**config.mk**
```make
export PLATFORM = sky130hd
export DESIGN_NAME = baseline_spike_detector
export DESIGN_NICKNAME = d
export VERILOG_FILES = /design/src/rtl/bsd_pkg.sv /design/src/rtl/baseline_spike_detector.sv /design/src/rtl/bsd_cell.sv /design/src/rtl/bsd_baseline.sv
export SDC_FILE = /design/constraint.sdc
export NUM_CORES = 2
export LEC_CHECK = 0
export BUFFER_PORTS_ARGS = -buffer_cell sky130_fd_sc_hd__clkbuf_2
export CAP_MARGIN = 20
export CORE_MARGIN = 2
export CORE_UTILIZATION = 35
export DETAILED_ROUTE_END_ITERATION = 10
export MAX_ROUTING_LAYER = met4
export PLACE_DENSITY = 0.55
export SYNTH_ARGS = -nofsm -noshare
export SYNTH_HDL_FRONTEND = slang
export SYNTH_SLANG_ARGS = --single-unit
```
**constraint.sdc**
```tcl
create_clock -name clk -period 22.2 [get_ports clk]
set_clock_uncertainty 0.1 [all_clocks]
set_input_delay 2.22 -clock clk [delete_from_list [all_inputs] [get_ports clk]]
set_output_delay 2.22 -clock clk [all_outputs]
set_load 0.01 [all_outputs]
```
**src/rtl/bsd_pkg.sv**
```systemverilog
// Shared constants, types and register codes of the baseline spike detector.
`default_nettype none

package bsd_pkg;

    // Number of readings held in the baseline chain.
    localparam int BASELINE_DEPTH = 10;

    localparam int IAQ_W   = 13;
    localparam int VOC_W   = 20;
    localparam int CO2_W   = 16;
    localparam int PM25_W  = 10;
    localparam int TIME_W  = 32;
    localparam int COUNT_W = 16;

    localparam int DEPTH_W   = $clog2(BASELINE_DEPTH);
    localparam int IAQ_SUM_W = IAQ_W + DEPTH_W;
    localparam int VOC_SUM_W = VOC_W + DEPTH_W;
    localparam int CO2_SUM_W = CO2_W + DEPTH_W;

    localparam int CFG_ADDR_W = 3;
    localparam int CFG_DATA_W = 32;

    localparam int IN_DATA_W  = 96;
    localparam int OUT_DATA_W = 112;

    typedef enum logic [CFG_ADDR_W-1:0] {
        CFG_IAQ_THR  = 3'd0,
        CFG_VOC_THR  = 3'd1,
        CFG_CO2_THR  = 3'd2,
        CFG_PM25_THR = 3'd3,
        CFG_MIN_MS   = 3'd4
    } cfg_index_t;

    typedef struct packed {
        logic [CO2_W-1:0] co2;
        logic [VOC_W-1:0] voc;
        logic [IAQ_W-1:0] iaq;
    } sample_t;

    typedef struct packed {
        logic [CO2_SUM_W-1:0] co2;
        logic [VOC_SUM_W-1:0] voc;
        logic [IAQ_SUM_W-1:0] iaq;
    } sums_t;

    // Input tdata, last field in the lowest bits.
    typedef struct packed {
        logic [4:0]        pad;
        logic [TIME_W-1:0] time_ms;
        logic [PM25_W-1:0] pm25_value;
        logic [CO2_W-1:0]  co2_value;
        logic [VOC_W-1:0]  voc_value;
        logic [IAQ_W-1:0]  iaq_value;
    } in_data_t;

    // Output tdata, last field in the lowest bits.
    typedef struct packed {
        logic               peak_pm25_valid;
        logic [PM25_W-1:0]  peak_pm25;
        logic [CO2_W-1:0]   peak_co2;
        logic [VOC_W-1:0]   peak_voc;
        logic [IAQ_W-1:0]   peak_iaq;
        logic [TIME_W-1:0]  duration_ms;
        logic [COUNT_W-1:0] spike_count;
        logic               spike_recorded;
        logic               spike_started;
        logic               in_spike;
        logic               window_full;
    } out_data_t;

endpackage

`default_nettype wire

```
**src/rtl/baseline_spike_detector.sv**
```systemverilog
// Top level of the baseline spike detector: stream ports, thresholds, spike tracking.
`default_nettype none

// Baseline spike detector. Each input transaction carries one air-quality
// reading (IAQ, VOC, CO2, optional PM2.5 and a millisecond time stamp) and
// produces exactly one result transaction. While no spike is in progress
// and IAQ is nonzero, the reading is pushed into a chain of BASELINE_DEPTH
// cells that holds the baseline window; running sums follow the chain, so
// the baseline costs one add and one subtract per channel. Once the chain
// has been filled once, a channel spikes when DEPTH*value exceeds
// sum + DEPTH*threshold (exact, no division); a valid PM2.5 reading spikes
// above its absolute threshold. The block reports spike start, holds the
// peaks, and on exit counts the spike (saturating at 65535) if it lasted at
// least min_spike_ms. The whole update, from baseline push through detection
// to the spike state, is combinational, and one output register separates
// the result stream, so a new reading is taken in every cycle in which the
// result register is empty or being drained. Configuration writes take
// effect at the next edge and are meant to be issued while no transaction
// is in flight.
module baseline_spike_detector (
    input  logic                               clk,
    input  logic                               rst_n,
    // Configuration write port.
    input  logic                               cfg_we,
    input  logic [bsd_pkg::CFG_ADDR_W-1:0]     cfg_addr,
    input  logic [bsd_pkg::CFG_DATA_W-1:0]     cfg_wdata,
    // Reading stream.
    input  logic                               s_axis_tvalid,
    output logic                               s_axis_tready,
    // iaq_value[12:0], voc_value[32:13], co2_value[48:33], pm25_value[58:49],
    // time_ms[90:59], zero fill[95:91]
    input  logic [bsd_pkg::IN_DATA_W-1:0]      s_axis_tdata,
    // pm25_valid[0]
    input  logic                               s_axis_tuser,
    // Result stream.
    output logic                               m_axis_tvalid,
    input  logic                               m_axis_tready,
    // window_full[0], in_spike[1], spike_started[2], spike_recorded[3],
    // spike_count[19:4], duration_ms[51:20], peak_iaq[64:52], peak_voc[84:65],
    // peak_co2[100:85], peak_pm25[110:101], peak_pm25_valid[111]
    output logic [bsd_pkg::OUT_DATA_W-1:0]     m_axis_tdata
);
    import bsd_pkg::*;

    // Configuration registers.
    logic [IAQ_W-1:0]  iaq_thr_reg;
    logic [VOC_W-1:0]  voc_thr_reg;
    logic [CO2_W-1:0]  co2_thr_reg;
    logic [PM25_W-1:0] pm25_thr_reg;
    logic [TIME_W-1:0] min_ms_reg;

    // Spike state.
    logic               spiking_reg,   spiking_next;
    logic [TIME_W-1:0]  start_reg,     start_next;
    logic [IAQ_W-1:0]   pk_iaq_reg,    pk_iaq_next;
    logic [VOC_W-1:0]   pk_voc_reg,    pk_voc_next;
    logic [CO2_W-1:0]   pk_co2_reg,    pk_co2_next;
    logic [PM25_W-1:0]  pk_pm25_reg,   pk_pm25_next;
    logic               pk_pmv_reg,    pk_pmv_next;
    logic [COUNT_W-1:0] count_reg,     count_next;

    // Output register.
    logic               m_valid_reg;
    out_data_t          m_data_reg;

    in_data_t  din;
    sample_t   sample;
    sums_t     sums_next;
    logic      ready_next;
    logic      accept;
    logic      push;
    logic      pmv;

    logic [IAQ_SUM_W-1:0] iaq_scaled;
    logic [VOC_SUM_W-1:0] voc_scaled;
    logic [CO2_SUM_W-1:0] co2_scaled;
    logic [IAQ_SUM_W:0]   iaq_limit;
    logic [VOC_SUM_W:0]   voc_limit;
    logic [CO2_SUM_W:0]   co2_limit;
    logic                 detected;
    logic                 started;
    logic                 ended;
    logic                 recorded;
    logic [TIME_W-1:0]    duration;
    out_data_t            result;

    assign din    = in_data_t'(s_axis_tdata);
    assign pmv    = s_axis_tuser;
    assign sample = '{co2: din.co2_value, voc: din.voc_value, iaq: din.iaq_value};

    // Take a reading whenever the result register is empty or drains now.
    assign s_axis_tready = !m_valid_reg || m_axis_tready;
    assign accept        = s_axis_tvalid && s_axis_tready;

    // Readings during a spike, or with IAQ zero, stay out of the baseline.
    assign push = accept && !spiking_reg && (din.iaq_value != '0);

    bsd_baseline u_baseline (
        .clk        (clk),
        .rst_n      (rst_n),
        .push       (push),
        .sample_in  (sample),
        .sums_next  (sums_next),
        .ready_next (ready_next)
    );

    // Exact mean test: DEPTH*value > sum + DEPTH*threshold, against the
    // baseline that already includes this reading when it is pushed.
    always_comb
    begin
        iaq_scaled = IAQ_SUM_W'(din.iaq_value) * IAQ_SUM_W'(BASELINE_DEPTH);
        voc_scaled = VOC_SUM_W'(din.voc_value) * VOC_SUM_W'(BASELINE_DEPTH);
        co2_scaled = CO2_SUM_W'(din.co2_value) * CO2_SUM_W'(BASELINE_DEPTH);
        iaq_limit  = (IAQ_SUM_W+1)'(sums_next.iaq)
                   + (IAQ_SUM_W+1)'(iaq_thr_reg) * (IAQ_SUM_W+1)'(BASELINE_DEPTH);
        voc_limit  = (VOC_SUM_W+1)'(sums_next.voc)
                   + (VOC_SUM_W+1)'(voc_thr_reg) * (VOC_SUM_W+1)'(BASELINE_DEPTH);
        co2_limit  = (CO2_SUM_W+1)'(sums_next.co2)
                   + (CO2_SUM_W+1)'(co2_thr_reg) * (CO2_SUM_W+1)'(BASELINE_DEPTH);
        detected   = ready_next &&
                     (({1'b0, iaq_scaled} > iaq_limit) ||
                      ({1'b0, voc_scaled} > voc_limit) ||
                      ({1'b0, co2_scaled} > co2_limit) ||
                      (pmv && (din.pm25_value > pm25_thr_reg)));
    end

    // Spike entry, exit and peak hold.
    always_comb
    begin
        spiking_next = spiking_reg;
        start_next   = start_reg;
        pk_iaq_next  = pk_iaq_reg;
        pk_voc_next  = pk_voc_reg;
        pk_co2_next  = pk_co2_reg;
        pk_pm25_next = pk_pm25_reg;
        pk_pmv_next  = pk_pmv_reg;
        count_next   = count_reg;
        started      = 1'b0;
        ended        = 1'b0;
        recorded     = 1'b0;
        duration     = din.time_ms - start_reg;

        if (detected && !spiking_reg)
        begin
            // Open a spike: restart the clock and seed the peaks.
            spiking_next = 1'b1;
            started      = 1'b1;
            start_next   = din.time_ms;
            duration     = '0;
            pk_iaq_next  = din.iaq_value;
            pk_voc_next  = din.voc_value;
            pk_co2_next  = din.co2_value;
            pk_pm25_next = pmv ? din.pm25_value : '0;
            pk_pmv_next  = pmv;
        end
        else if (!detected && spiking_reg)
        begin
            // Close the spike; count it only if it lasted long enough.
            spiking_next = 1'b0;
            ended        = 1'b1;
            if (duration >= min_ms_reg)
            begin
                recorded = 1'b1;
                if (count_reg != '1)
                begin
                    count_next = count_reg + 1'b1;
                end
            end
        end
        else if (spiking_reg)
        begin
            if (din.iaq_value > pk_iaq_reg)
            begin
                pk_iaq_next = din.iaq_value;
            end
            if (din.voc_value > pk_voc_reg)
            begin
                pk_voc_next = din.voc_value;
            end
            if (din.co2_value > pk_co2_reg)
            begin
                pk_co2_next = din.co2_value;
            end
            if (pmv)
            begin
                if (!pk_pmv_reg || (din.pm25_value > pk_pm25_reg))
                begin
                    pk_pm25_next = din.pm25_value;
                end
                pk_pmv_next = 1'b1;
            end
        end

        result.window_full    = ready_next;
        result.in_spike       = spiking_next;
        result.spike_started  = started;
        result.spike_recorded = recorded;
        result.spike_count    = count_next;
        if (spiking_next || ended)
        begin
            result.duration_ms     = duration;
            result.peak_iaq        = pk_iaq_next;
            result.peak_voc        = pk_voc_next;
            result.peak_co2        = pk_co2_next;
            result.peak_pm25       = pk_pmv_next ? pk_pm25_next : '0;
            result.peak_pm25_valid = pk_pmv_next;
        end
        else
        begin
            // Idle result: no spike to describe.
            result.duration_ms     = '0;
            result.peak_iaq        = '0;
            result.peak_voc        = '0;
            result.peak_co2        = '0;
            result.peak_pm25       = '0;
            result.peak_pm25_valid = 1'b0;
        end
    end

    // Configuration registers: unknown indexes are dropped.
    always_ff @(posedge clk or negedge rst_n)
    begin
        if (!rst_n)
        begin
            iaq_thr_reg  <= IAQ_W'(100);
            voc_thr_reg  <= VOC_W'(50);
            co2_thr_reg  <= CO2_W'(50);
            pm25_thr_reg <= PM25_W'(25);
            min_ms_reg   <= TIME_W'(1000);
        end
        else if (cfg_we)
        begin
            unique case (cfg_addr)
                CFG_IAQ_THR:  iaq_thr_reg  <= cfg_wdata[IAQ_W-1:0];
                CFG_VOC_THR:  voc_thr_reg  <= cfg_wdata[VOC_W-1:0];
                CFG_CO2_THR:  co2_thr_reg  <= cfg_wdata[CO2_W-1:0];
                CFG_PM25_THR: pm25_thr_reg <= cfg_wdata[PM25_W-1:0];
                CFG_MIN_MS:   min_ms_reg   <= cfg_wdata[TIME_W-1:0];
                default:      ;
            endcase
        end
    end

    // Spike state: advance once per accepted transaction.
    always_ff @(posedge clk or negedge rst_n)
    begin
        if (!rst_n)
        begin
            spiking_reg <= 1'b0;
            start_reg   <= '0;
            pk_iaq_reg  <= '0;
            pk_voc_reg  <= '0;
            pk_co2_reg  <= '0;
            pk_pm25_reg <= '0;
            pk_pmv_reg  <= 1'b0;
            count_reg   <= '0;
        end
        else if (accept)
        begin
            spiking_reg <= spiking_next;
            start_reg   <= start_next;
            pk_iaq_reg  <= pk_iaq_next;
            pk_voc_reg  <= pk_voc_next;
            pk_co2_reg  <= pk_co2_next;
            pk_pm25_reg <= pk_pm25_next;
            pk_pmv_reg  <= pk_pmv_next;
            count_reg   <= count_next;
        end
    end

    // Result register: load on accept, clear valid once drained.
    always_ff @(posedge clk or negedge rst_n)
    begin
        if (!rst_n)
        begin
            m_valid_reg <= 1'b0;
        end
        else if (s_axis_tready)
        begin
            m_valid_reg <= s_axis_tvalid;
        end
    end

    always_ff @(posedge clk)
    begin
        if (accept)
        begin
            m_data_reg <= result;
        end
    end

    assign m_axis_tvalid = m_valid_reg;
    assign m_axis_tdata  = OUT_DATA_W'(m_data_reg);

    // A reported spike start always leaves a spike open with zero duration.
    a_start_open: assert property (@(posedge clk) disable iff (!rst_n)
        (m_valid_reg && m_data_reg.spike_started) |->
            (m_data_reg.in_spike && (m_data_reg.duration_ms == '0)))
        else $error("spike start without open spike");

    // A recorded spike has ended.
    a_record_closed: assert property (@(posedge clk) disable iff (!rst_n)
        (m_valid_reg && m_data_reg.spike_recorded) |-> !m_data_reg.in_spike)
        else $error("spike recorded while still in progress");

    // No spike can be open before the baseline is ready.
    a_spike_needs_base: assert property (@(posedge clk) disable iff (!rst_n)
        (m_valid_reg && m_data_reg.in_spike) |-> m_data_reg.window_full)
        else $error("spike reported without a ready baseline");

    // The counter moves by at most one per transaction.
    a_count_step: assert property (@(posedge clk) disable iff (!rst_n)
        accept |=> ((count_reg == $past(count_reg)) ||
                    (count_reg == $past(count_reg) + 1'b1)))
        else $error("spike count jumped");

endmodule

`default_nettype wire

```
**src/rtl/bsd_cell.sv**
```systemverilog
// One baseline cell: holds one reading and passes it on to its neighbor on a push.
`default_nettype none

module bsd_cell (
    input  logic             clk,
    input  logic             rst_n,
    input  logic             shift_en,
    input  bsd_pkg::sample_t sample_in,
    output bsd_pkg::sample_t sample_out
);
    import bsd_pkg::*;

    sample_t data_reg;

    always_ff @(posedge clk or negedge rst_n)
    begin
        if (!rst_n)
        begin
            data_reg <= '0;
        end
        else if (shift_en)
        begin
            data_reg <= sample_in;
        end
    end

    assign sample_out = data_reg;

endmodule

`default_nettype wire

```
**src/rtl/bsd_baseline.sv**
```systemverilog
// Baseline chain of cells with running sums and the fill tracker.
`default_nettype none

module bsd_baseline (
    input  logic             clk,
    input  logic             rst_n,
    input  logic             push,
    input  bsd_pkg::sample_t sample_in,
    output bsd_pkg::sums_t   sums_next,
    output logic             ready_next
);
    import bsd_pkg::*;

    sample_t chain [BASELINE_DEPTH+1];
    sums_t   sums_reg;
    logic    ready_reg;
    logic [DEPTH_W-1:0] fill_reg;
    sample_t oldest;

    assign chain[0] = sample_in;

    for (genvar i = 0; i < BASELINE_DEPTH; i++)
    begin : g_cell
        bsd_cell u_cell (
            .clk        (clk),
            .rst_n      (rst_n),
            .shift_en   (push),
            .sample_in  (chain[i]),
            .sample_out (chain[i+1])
        );
    end

    // The last cell drops out of the window on a push.
    assign oldest = chain[BASELINE_DEPTH];

    always_comb
    begin
        sums_next = sums_reg;
        if (push)
        begin
            sums_next.iaq = sums_reg.iaq + IAQ_SUM_W'(sample_in.iaq) - IAQ_SUM_W'(oldest.iaq);
            sums_next.voc = sums_reg.voc + VOC_SUM_W'(sample_in.voc) - VOC_SUM_W'(oldest.voc);
            sums_next.co2 = sums_reg.co2 + CO2_SUM_W'(sample_in.co2) - CO2_SUM_W'(oldest.co2);
        end
        ready_next = ready_reg || (push && (fill_reg == DEPTH_W'(BASELINE_DEPTH - 1)));
    end

    always_ff @(posedge clk or negedge rst_n)
    begin
        if (!rst_n)
        begin
            sums_reg  <= '0;
            ready_reg <= 1'b0;
            fill_reg  <= '0;
        end
        else if (push)
        begin
            sums_reg  <= sums_next;
            ready_reg <= ready_next;
            if (!ready_reg)
            begin
                fill_reg <= fill_reg + 1'b1;
            end
        end
    end

endmodule

`default_nettype wire
```
==> flow_metrics.py <==
metrics = {
    "outcome": {
        "status": "complete, no violations",
    },
    "global_routing": {
        "grt_pass1_wl_um": 198300,
        "grt_start_max_net_pins": 190,
        "grtUsageTotal_pct": 17.32,
        "grt_antenna_before_repair": 4,
        "grt-ovfl-total": 0,
        "grt_pass1_vias": 36470,
    },
    "floorplanning": {
        "start_util_pct": 35.29,
        "die-area_sq_mm": 0.1460,
        "num_rows": 138,
        "coreArea_sq_mm": 0.1418,
        "boundaryPins": 251,
        "die_y_um": 382.1,
        "dieWidth_um": 382.1,
    },
    "sta": {
        "setup_viol": 0,
        "slew_headroom_pct": 28.62,
        "post-route-period-util_pct": 54.76,
        "period_minus_slack_ns": 12.16,
        "slew_violations": 0,
        "rsz0062_at_grt": "false",
        "tns_ns": 0,
        "worstMarginPinSlew_ns": 1.071,
        "hold_viol": 0,
        "max_freq_mhz": 82.25,
    },
    "route": {
        "detail_route.iter0.violations": 2264,
        "vias": 37030,
        "dr.pass1.iters": 7,
        "ant_nets": 0,
        "vias_per_cell": 4.871,
        "wl_um": 122400,
        "wl_per_cell_um": 16.10,
        "drc": 0,
    },
    "cts": {
        "clock-root-buffer": "clkbuf_16",
        "htree_levels": 3,
        "clkLatencyLatePin_ns": 0.70,
        "clk_pin_slew_worst_paths_ns": 0.06,
        "cts_sinks": 869,
        "postCtsHoldBufs": 0,
        "post_cts_buffers": 0,
        "cts_tree": "done",
        "cts_resized": 0,
        "cts_buffer_depth": 3,
        "cts_buffers": 98,
    },
    "synth": {
        "yosysTopAreaCell": "dfrtp_1",
        "synth_area_sq_mm": 0.05003,
        "avgSynthCellArea_sq_um": 9.231,
        "synthArstFlopShare_pct": 87.11,
        "synth-edff-count": 112,
        "yosysSeqAreaShare_pct": 44.63,
        "synth_cell_type_count": 93,
        "ys.flop_type": "dfrtp_1",
        "synth_area_leaders": "dfrtp_1 37%, ha_1 12%, nand2_1 12%, edfxtp_1 6.7%, inv_1 3.4%",
        "syn_nets": 6099,
        "synth_top_area_share_pct": 36.96,
        "syn_inst": 5420,
        "ys_warn_count": 0,
        "synth-seq-cells": 869,
    },
    "setup_path": {
        "required_ns": 22.68,
        "crit_arrival_ns": 12.64,
        "cp_common_cell": "o21ai_0",
        "cp_slowest_cell": "nand2_4",
        "cpPeakStageDelay_ns": 0.87,
        "worst-setup-path-type": "input port to register",
        "path_max_fanout": 82,
        "worstSetupEndpointType": "register",
        "cp-start-kind": "input port",
    },
    "finish": {
        "nFillCells": 14120,
        "final_util_pct": 40.12,
        "nets": 6306,
        "syn_to_final_growth_pct": 13.66,
        "largest_reg_flops": 490,
        "drive_gt1_share_pct": 10.23,
    },
    "flow_run": {
        "drv_cap": 0,
    },
    "placed_design": {
        "io_buffers": 245,
        "place_congestion": 0.8430,
        "dp_hpwl_um": 87540,
    },
    "hold_path": {
        "hold_class": "register to register",
    },
}
## cells in the final DEF (no fill, tap or decap), types with 34 or more instances in the layout
master and n:
ha_1 483, a21oi_1 177, nand4_1 61, nand3_1 66, a21o_1 100, o21a_1 54, and2_1 38, nand2_1 1579
clkbuf_16 105, mux2_2 70, nand2b_1 38, mux2i_1 53, dfrtp_1 738, xnor2_1 135, nor2_1 158, nor3_1 39
xor2_1 69, edfxtp_1 112, o21ai_0 315, fa_1 59, clkbuf_2 244, a22o_1 49, inv_1 449, buf_4 34
## logic make-up after synthesis
| kind of cell | count (synthesis) | share of synthesized area (%) |
|---|---|---|
| fa+ha+maj | 543 | 14.46 |
| buf+inv | 630 | 4.812 |
| xor+xnor | 204 | 3.571 |
| simple gates | 2109 | 17.56 |
| mux | 155 | 3.356 |
| flops | 869 | 44.63 |
| compound gates | 910 | 11.62 |
## Yosys cell counts (69+ instances only)
library cell,instances
a21o_1,100
a21oi_1,177
clkbuf_1,154
dfrtp_1,739
edfxtp_1,112
ha_1,483
inv_1,450
mux2_2,70
nand2_1,1580
nor2_1,159
o21ai_0,316
xnor2_1,135
xor2_1,69
## metal layers
metal / part of all wire, % / GRT usage, % / vias to the layer above
li1: - / - / 18600
met1: 48 / 23.12 / 17830
met2: 46 / 27.48 / 466
met3: 3.4 / 2.243 / 140
met4: 2.4 / 5.169 / 0
met5: 0 / - / -
## through the flow
stage	worst slack (ns)	hold WS (ns)	instance area (sq um)	std cells
2_1_floorplan	13.01	0.3386	50030	5420
3_3_place_gp	9.321	0.3471	53310	7413
3_5_place_dp	9.237	0.3466	53340	7416
4_1_cts	9.969	0.3572	56840	7598
5_1_grt	9.279	0.3703	56870	7601
6_report	10.04	0.3548	56870	7601
## worst paths after layout
check | depth (start not counted) | slack [ns] | to | from
min | 2 | 0.35 | u_baseline.g_cell[2].u_cell.sample_out[39] | u_baseline.g_cell[1].u_cell.sample_out[39]
max reg2reg | 32 | 11.70 | pk_iaq_reg[0] | spiking_reg
max in group asynchronous | 5 | 16.94 | u_baseline.g_cell[2].u_cell.sample_out[45] | rst_n
max | 32 | 10.04 | pk_iaq_reg[0] | s_axis_tdata[1]
min reg2reg | 2 | 0.35 | u_baseline.g_cell[2].u_cell.sample_out[39] | u_baseline.g_cell[1].u_cell.sample_out[39]
min in group asynchronous | 1 | 1.41 | u_baseline.g_cell[3].u_cell.sample_out[6] | rst_n
## final cells by class
type | instances | area (sq um) | share of cell area [%]
Clock buffer | 138 | 2942 | 5.173
Tap cell | 1890 | 2365 | 4.158
Clock inverter | 44 | 561.8 | 0.9879
Sequential cell | 869 | 22330 | 39.27
Inverter | 452 | 1702 | 2.992
Antenna cell | 2 | 5.005 | 0.008801
Timing Repair Buffer | 285 | 1592 | 2.799
Multi-Input combinational cell | 3921 | 25370 | 44.61
## critical path, delay by kind of cell
family,cells,cell delay (ns)
adder cells (fa/ha/maj),2,0.66
XOR/XNOR,1,0.21
AO/OA/AOI/OAI,12,3.22
AND/OR/NAND/NOR,10,3.36
buffers and inverters,6,2.25
multiplexers,1,0.50
Power is not shown: default switching activity piles up to over one toggle a cycle in this logic, so the estimate is an artifact.
